==> src/hw/rtl/ibah_pkg.sv <==
// ----------------------------------------------------------------------------
// ibah_pkg
// Widths, hash constants and request codes of the identifier allocator.
// ----------------------------------------------------------------------------
`default_nettype none

package ibah_pkg;

  localparam int ID_W          = 10;   // identifier field width
  localparam int KEY_W         = 16;   // identifier as hashed: two bytes
  localparam int NUM_BUCKET    = 128;  // power of two
  localparam int BKT_W         = $clog2(NUM_BUCKET);
  localparam int DEF_MAX_IDS   = 1024;
  localparam int DEF_WORD_BITS = 64;

  localparam logic [31:0] FNV_BASIS = 32'h811c9dc5;
  localparam logic [31:0] FNV_PRIME = 32'h01000193;

  typedef enum logic {
    REQ_ALLOC   = 1'b0,
    REQ_RELEASE = 1'b1
  } req_t;

  // One FNV-1a round kept modulo the bucket count: the low bits of a
  // product depend only on the low bits of its operands.
  function automatic logic [BKT_W-1:0] fnv_step(input logic [BKT_W-1:0] h,
                                                input logic [7:0]       b);
    logic [2*BKT_W-1:0] p;
    p = (2*BKT_W)'(h ^ BKT_W'(b)) * (2*BKT_W)'(FNV_PRIME[BKT_W-1:0]);
    return p[BKT_W-1:0];
  endfunction

endpackage

`default_nettype wire

==> src/hw/rtl/ibah_bitmap_ram.sv <==
// ----------------------------------------------------------------------------
// ibah_bitmap_ram
// Bitmap word store: one write port, one read port, registered read data.
// ----------------------------------------------------------------------------
`default_nettype none

module ibah_bitmap_ram #(
  parameter int DEPTH = 16,
  parameter int WIDTH = 64,
  parameter int AW    = 4
) (
  input  wire logic             clk,
  input  wire logic             we,
  input  wire logic [AW-1:0]    waddr,
  input  wire logic [WIDTH-1:0] wdata,
  input  wire logic [AW-1:0]    raddr,
  output logic      [WIDTH-1:0] rdata
);

  logic [WIDTH-1:0] mem [DEPTH];

  always_ff @(posedge clk) begin
    if (we) begin
      mem[waddr] <= wdata;
    end
  end

  always_ff @(posedge clk) begin
    rdata <= mem[raddr];
  end

endmodule

`default_nettype wire

==> src/hw/rtl/ibah_hash.sv <==
// ----------------------------------------------------------------------------
// ibah_hash
// Two-stage FNV-1a bucket hash over an identifier, low byte first.
// ----------------------------------------------------------------------------
`default_nettype none

module ibah_hash (
  input  wire logic                        clk,
  input  wire logic                        rst_n,
  input  wire logic                        start,
  input  wire logic [ibah_pkg::KEY_W-1:0]  key,
  output logic      [ibah_pkg::BKT_W-1:0]  bucket
);

  import ibah_pkg::*;

  logic             s1_vld_r;
  logic [BKT_W-1:0] h1_r;
  logic [7:0]       hi_r;
  logic [BKT_W-1:0] bkt_r;

  always_ff @(posedge clk) begin
    if (!rst_n) begin
      s1_vld_r <= 1'b0;
    end else begin
      s1_vld_r <= start;
    end
  end

  always_ff @(posedge clk) begin
    if (start) begin
      h1_r <= fnv_step(FNV_BASIS[BKT_W-1:0], key[7:0]);
      hi_r <= key[15:8];
    end
    if (s1_vld_r) begin
      bkt_r <= fnv_step(h1_r, hi_r);
    end
  end

  assign bucket = bkt_r;

endmodule

`default_nettype wire

==> src/hw/rtl/id_bitmap_allocator_with_hash_bucket.sv <==
// ----------------------------------------------------------------------------
// id_bitmap_allocator_with_hash_bucket
// Bitmap identifier allocator with FNV-1a bucket number per grant/release.
//
//   channel  dir  handshake            payload
//   in_      in   in_valid/in_ready    in_req_type, in_release_id
//   out_     out  out_valid/out_ready  out_ok, out_granted_id, out_bucket
//
// A request steps through accept and word read, modify and write back,
// hash second round and result load. Per-word full flags pick the word, so
// one word read and at most one write-back serve a request. A full bitmap
// skips to the result.
// After reset a clearing pass writes all MAX_IDS/WORD_BITS words (16 by default)
// of the RAM; in_ready stays low meanwhile.
// A stalled result holds in the output register; the next request is taken
// while it waits and parks in the load step until the register frees.
// ----------------------------------------------------------------------------
`default_nettype none

module id_bitmap_allocator_with_hash_bucket #(
  parameter int MAX_IDS   = ibah_pkg::DEF_MAX_IDS,   // multiple of WORD_BITS
  parameter int WORD_BITS = ibah_pkg::DEF_WORD_BITS  // power of two
) (
  input  wire logic                       clk,
  input  wire logic                       rst_n,
  input  wire logic                       in_valid,
  output logic                            in_ready,
  input  wire logic                       in_req_type,
  input  wire logic [ibah_pkg::ID_W-1:0]  in_release_id,
  output logic                            out_valid,
  input  wire logic                       out_ready,
  output logic                            out_ok,
  output logic      [ibah_pkg::ID_W-1:0]  out_granted_id,
  output logic      [ibah_pkg::BKT_W-1:0] out_bucket
);

  import ibah_pkg::*;

  localparam int NWORDS = MAX_IDS / WORD_BITS;
  localparam int BIT_W  = $clog2(WORD_BITS);
  localparam int WADDR  = (NWORDS > 1) ? $clog2(NWORDS) : 1;
  localparam logic [WORD_BITS-1:0] FULL_WORD = '1;

  typedef enum logic [2:0] {
    ST_CLR,
    ST_IDLE,
    ST_MOD,
    ST_HASH,
    ST_OUT
  } state_t;

  state_t               state_r;
  logic [WADDR-1:0]     clr_addr_r;
  logic [NWORDS-1:0]    full_r;
  req_t                 req_r;
  logic [KEY_W-1:0]     key_r;
  logic [WADDR-1:0]     word_r;
  logic                 in_range_r;
  logic                 ok_r;
  logic                 out_valid_r;
  logic                 out_ok_r;
  logic [ID_W-1:0]      out_id_r;
  logic [BKT_W-1:0]     out_bkt_r;

  logic [NWORDS-1:0]    alloc_oh;
  logic [WADDR-1:0]     alloc_word;
  logic                 all_full;
  logic [KEY_W-1:0]     in_key;
  logic [KEY_W-1:0]     in_word_full;
  logic                 in_range;
  logic                 in_alloc;
  logic [WADDR-1:0]     raddr;
  logic [WORD_BITS-1:0] rdata;
  logic [WORD_BITS-1:0] zero_oh;
  logic [BIT_W-1:0]     bit_idx;
  logic [WORD_BITS-1:0] mod_word;
  logic [KEY_W-1:0]     mod_key;
  logic                 we;
  logic [WADDR-1:0]     waddr;
  logic [WORD_BITS-1:0] wdata;
  logic [BKT_W-1:0]     hash_bucket;
  logic                 out_load;

  // lowest word that still has a free bit
  assign alloc_oh = ~full_r & (full_r + NWORDS'(1));
  assign all_full = &full_r;

  always_comb begin
    alloc_word = '0;
    for (int i = 0; i < NWORDS; i++) begin
      if (alloc_oh[i]) begin
        alloc_word = alloc_word | WADDR'(i);
      end
    end
  end

  assign in_key       = KEY_W'(in_release_id);
  assign in_word_full = in_key >> BIT_W;
  assign in_range     = (in_word_full < KEY_W'(NWORDS));
  assign in_alloc     = (req_t'(in_req_type) == REQ_ALLOC);
  assign raddr        = in_alloc ? alloc_word : in_word_full[WADDR-1:0];

  // lowest clear bit of the word just read
  assign zero_oh = ~rdata & (rdata + WORD_BITS'(1));

  always_comb begin
    bit_idx = '0;
    for (int i = 0; i < WORD_BITS; i++) begin
      if (zero_oh[i]) begin
        bit_idx = bit_idx | BIT_W'(i);
      end
    end
  end

  always_comb begin
    if (req_r == REQ_RELEASE) begin
      mod_word = rdata & ~(WORD_BITS'(1) << key_r[BIT_W-1:0]);
      mod_key  = key_r;
    end else begin
      mod_word = rdata | zero_oh;
      mod_key  = (KEY_W'(word_r) << BIT_W) | KEY_W'(bit_idx);
    end
  end

  always_comb begin
    we    = 1'b0;
    waddr = word_r;
    wdata = mod_word;
    if (state_r == ST_CLR) begin
      we    = 1'b1;
      waddr = clr_addr_r;
      wdata = (clr_addr_r == '0) ? WORD_BITS'(1) : '0;  // identifier 0 reserved
    end else if (state_r == ST_MOD) begin
      we = (req_r == REQ_ALLOC) || in_range_r;
    end
  end

  assign out_load = (state_r == ST_OUT) && (!out_valid_r || out_ready);

  ibah_bitmap_ram #(
    .DEPTH (NWORDS),
    .WIDTH (WORD_BITS),
    .AW    (WADDR)
  ) u_ram (
    .clk   (clk),
    .we    (we),
    .waddr (waddr),
    .wdata (wdata),
    .raddr (raddr),
    .rdata (rdata)
  );

  ibah_hash u_hash (
    .clk    (clk),
    .rst_n  (rst_n),
    .start  (state_r == ST_MOD),
    .key    (mod_key),
    .bucket (hash_bucket)
  );

  always_ff @(posedge clk) begin
    if (!rst_n) begin
      state_r     <= ST_CLR;
      clr_addr_r  <= '0;
      full_r      <= '0;
      out_valid_r <= 1'b0;
    end else begin
      if (out_load) begin
        out_valid_r <= 1'b1;
      end else if (out_ready) begin
        out_valid_r <= 1'b0;
      end
      unique case (state_r)
        ST_CLR: begin
          clr_addr_r <= clr_addr_r + WADDR'(1);
          if (clr_addr_r == WADDR'(NWORDS - 1)) begin
            state_r <= ST_IDLE;
          end
        end
        ST_IDLE: begin
          if (in_valid) begin
            req_r      <= req_t'(in_req_type);
            key_r      <= (in_alloc && all_full) ? '0 : in_key;
            in_range_r <= in_range;
            word_r     <= raddr;
            if (in_alloc && all_full) begin
              ok_r    <= 1'b0;
              state_r <= ST_OUT;
            end else begin
              state_r <= ST_MOD;
            end
          end
        end
        ST_MOD: begin
          if (req_r == REQ_ALLOC) begin
            full_r[word_r] <= (mod_word == FULL_WORD);
          end else if (in_range_r) begin
            full_r[word_r] <= 1'b0;
          end
          key_r   <= mod_key;
          ok_r    <= 1'b1;
          state_r <= ST_HASH;
        end
        ST_HASH: begin
          state_r <= ST_OUT;
        end
        ST_OUT: begin
          if (out_load) begin
            out_ok_r    <= ok_r;
            out_id_r    <= key_r[ID_W-1:0];
            out_bkt_r   <= ok_r ? hash_bucket : '0;
            state_r     <= ST_IDLE;
          end
        end
        default: begin
          state_r <= ST_CLR;
        end
      endcase
    end
  end

  assign in_ready       = (state_r == ST_IDLE);
  assign out_valid      = out_valid_r;
  assign out_ok         = out_ok_r;
  assign out_granted_id = out_id_r;
  assign out_bucket     = out_bkt_r;

endmodule

`default_nettype wire

==> config.mk <==
export PLATFORM = sky130hd
export DESIGN_NAME = id_bitmap_allocator_with_hash_bucket
export DESIGN_NICKNAME = d
export VERILOG_FILES = /design/src/hw/rtl/ibah_pkg.sv /design/src/hw/rtl/ibah_bitmap_ram.sv /design/src/hw/rtl/ibah_hash.sv /design/src/hw/rtl/id_bitmap_allocator_with_hash_bucket.sv
export SDC_FILE = /design/constraint.sdc
export NUM_CORES = 2
export LEC_CHECK = 0
export BUFFER_PORTS_ARGS = -buffer_cell sky130_fd_sc_hd__buf_4
export CAP_MARGIN = 40
export CORE_MARGIN = 2
export CORE_UTILIZATION = 63
export CTS_CLUSTER_DIAMETER = 30
export CTS_CLUSTER_SIZE = 10
export DETAILED_ROUTE_END_ITERATION = 7
export HOLD_SLACK_MARGIN = 0.06
export PLACE_DENSITY = 0.79
export SYNTH_ARGS = -nofsm -noshare
export SYNTH_HDL_FRONTEND = slang
export SYNTH_HIERARCHICAL = 1
export SYNTH_SLANG_ARGS = --single-unit
==> constraint.sdc <==
create_clock -name clk -period 8.8 [get_ports clk]
set_clock_uncertainty 0.05 [all_clocks]
set_input_delay 1.76 -clock clk [delete_from_list [all_inputs] [get_ports clk]]
set_output_delay 1.76 -clock clk [all_outputs]
set_load 0.02 [all_outputs]
==> results.txt <==
----------------------------------------------------
[CTS]
  Clock root buffer master ... sky130_fd_sc_hd__clkbuf_16
  Post-CTS Setup Bufs ... 0
  Maximum level of the CTS H-tree ... 4
  CTS tree ... built
  Total clock buffers created by CTS ... 182
  Post-cts sizing count ... 0
  Number of clock sinks ... 1173
  Clock slew at reported path FFs ... 50 ps
  Count of hold-fix buffers inserted at cts ... 0
  Worst-Skew Late Latency ... 780 ps
  Max Buffers Root-to-Sink ... 3

[Worst setup path]
  Critical setup path kind ... flip-flop to flip-flop
  Slowest stage cell on the critical path ... sky130_fd_sc_hd__dfxtp_1
  Total buffers and inverters traversed by the critical path ... 1
  Worst Setup End Kind ... flip-flop
  Kind of start point of the critical path ... flip-flop
  Peak fanout along the critical path ... 10
  Required time at the endpoint of the critical path ... 9230 ps
  Arrival time of data at the critical path endpoint ... 5820 ps
  Crit path max-delay family ... simple AND/OR/NAND/NOR gates
  Highest cell delay on the worst timing path ... 710 ps
  Ordered cell list for the critical path ... nand4_1, nor3_1, nand4_1, nor3_1, a2111oi_1, clkdlybuf4s15_2, nand4_1, nor3_1, nor2_1, ha_1, fa_1, ha_1, a21oi_1, xnor2_1

[Hold path]
  Min-Delay Path Class ... flip-flop to flip-flop

[Timing]
  Maximum clock frequency ... 186 MHz
  Period utilization ... 61.2%
  Endpoints failing setup ... 0
  Pin slew with the least headroom to its limit ... 1480 ps
  Slew headroom ... 1.67%
  Unrepaired setup endpoints after global routing ... no
  Total negative slack ... 0 ps
  Fin. Hold Viols ... 0
  Final Critical Period ... 5390 ps
  Max Slew Vio Count ... 0

[Routing]
  Detailed Route Iter0 Violations ... 5075
  Via count of the routed design ... 30500
  Count of TritonRoute iterations in the first routing pass ... 8
  WL/cell ... 39.4 um
  Ratio of routed vias to standard cells ... 7.53
  Wire length reported by the detailed router ... 160000 um
  DRC violations left ... 4
  Antenna viol nets, final ... 0

[Status]
  Violated checks ... design-rule violations
  Status ... complete, but fails checks

[Synth]
  Syn Nets ... 2780
  Yosys Warn Count ... 6
  Post-synthesis instance area ... 0.0481 sq mm
  Mean instance size in the synthesized netlist ... 17.5 sq um
  Post-synthesis instance total ... 2740

[Finish]
  Final cell count without fillers ... 4056
  Storage cell area ... 0.0343 sq mm
  Filler Cell Count ... 4083
  Area of the multi-input gates ... 0.0130 sq mm
  NumNets Final ... 2968
  Area overhead of the layout relative to synthesis ... 17.3%
  Most common library cell in the layout ignoring fill and taps ... sky130_fd_sc_hd__edfxtp_1
  Share of layout cells above drive strength 1 ... 25.0%
  Most used cells in the layout excluding fill and tap cells ... 1084 x sky130_fd_sc_hd__edfxtp_1, 256 x sky130_fd_sc_hd__mux4_2, 183 x sky130_fd_sc_hd__clkbuf_16

[Floorplan]
  IO Count ... 35
  Overall die area ... 0.0785 sq mm
  Cell row count ... 101
  Placeable core area ... 0.0757 sq mm
  Overall die height ... 280 um
  Die boundary width ... 280 um
  Initial Util ... 63.5%

[Placement]
  Number of placed instances, taps included ... 3707
  Port Buffer Count ... 34
  Post-detailed-placement half-perimeter wirelength ... 88900 um
  RePlAce Congestion ... 1.10

[Global route]
  Overflow left after global routing ... 0
  Initial antenna violation count ... 6
  Number of global-route vias before repair ... 31000
  All-Layer GR Usage ... 41.6%
  Largest net degree at the start of global routing ... 169
  Global-route wire length before repair ... 227000 um

[Power]
  Power density over the cells ... 281 mW/mm^2
  Overall power of the completed layout ... 15.9 mW
  IR drop worst, VDD ... 0.000288 V
  P_leak ... 18.5 nW

[Run]
  Number of maximum-capacitance constraint violations ... 0

----------------------------------------------------
path summary, 6_finish.rpt:
| check | start | endpoint | slack [ps] | cells past startpoint |
|---|---|---|---|---|
| worst max-delay path | u_ram/rdata[34]$_DFF_P_ | u_hash/h1_r[6]$_DFFE_PP_ | 3410 | 14 |
| worst min-delay path | key_r[7]$_DFFE_PP_ | out_granted_id[7]$_DFFE_PP_ | 410 | 0 |
| worst max register to register | u_ram/rdata[34]$_DFF_P_ | u_hash/h1_r[6]$_DFFE_PP_ | 3410 | 14 |
| worst min register to register | key_r[7]$_DFFE_PP_ | out_granted_id[7]$_DFFE_PP_ | 410 | 0 |
power breakdown:
part / internal (mW) / switching (mW)
combinational: 0.516 / 1.19
sequential: 6.70 / 0.306
clock: 4.42 / 2.74
per-layer routing:
| layer | GRT usage (%) | part of all wire, % |
|---|---|---|
| met5 | 0 | 0.050 |
| met4 | 23.9 | 6.7 |
| met3 | 11.2 | 13 |
| met2 | 64.0 | 47 |
| met1 | 54.3 | 34 |
area by class of cell:
cell class | instances | area share, %
tap | 978 | 2.17
timing repair buffer | 156 | 2.77
inverter | 40 | 0.266
antenna | 2 | 0.00887
sequential | 1173 | 60.9
clock buffer | 215 | 8.39
clock inverter | 117 | 2.47
multi-input combinational | 1375 | 23.1
flip-flops by register name, summed over array words and instances (netlist names), 4 cells and up:
| signal | flops |
|---|---|
| u_ram/mem | 1024 |
| u_ram/rdata | 64 |
| full_r | 16 |
| key_r | 15 |
| out_granted_id | 10 |
| out_bucket | 7 |
| u_hash/bucket | 7 |
| u_hash/h1_r | 7 |
| u_hash/hi_r | 7 |
| clr_addr_r | 4 |
| word_r | 4 |
metrics by stage:
| step | instance area, sq um | hold WS (ps) | setup WS [ps] | utilization (%) |
|---|---|---|---|---|
| after floorplan | 48100 | 370 | 2140 | - |
| after global placement | 49400 | 393 | 3430 | 65.3 |
| after detailed placement | 50100 | 397 | 3710 | 66.2 |
| after CTS | 56300 | 407 | 3650 | 74.3 |
| after global routing | 56400 | 418 | 3380 | 74.5 |
| final | 56400 | 410 | 3410 | 74.5 |
(Power assumes the default switching activity.)
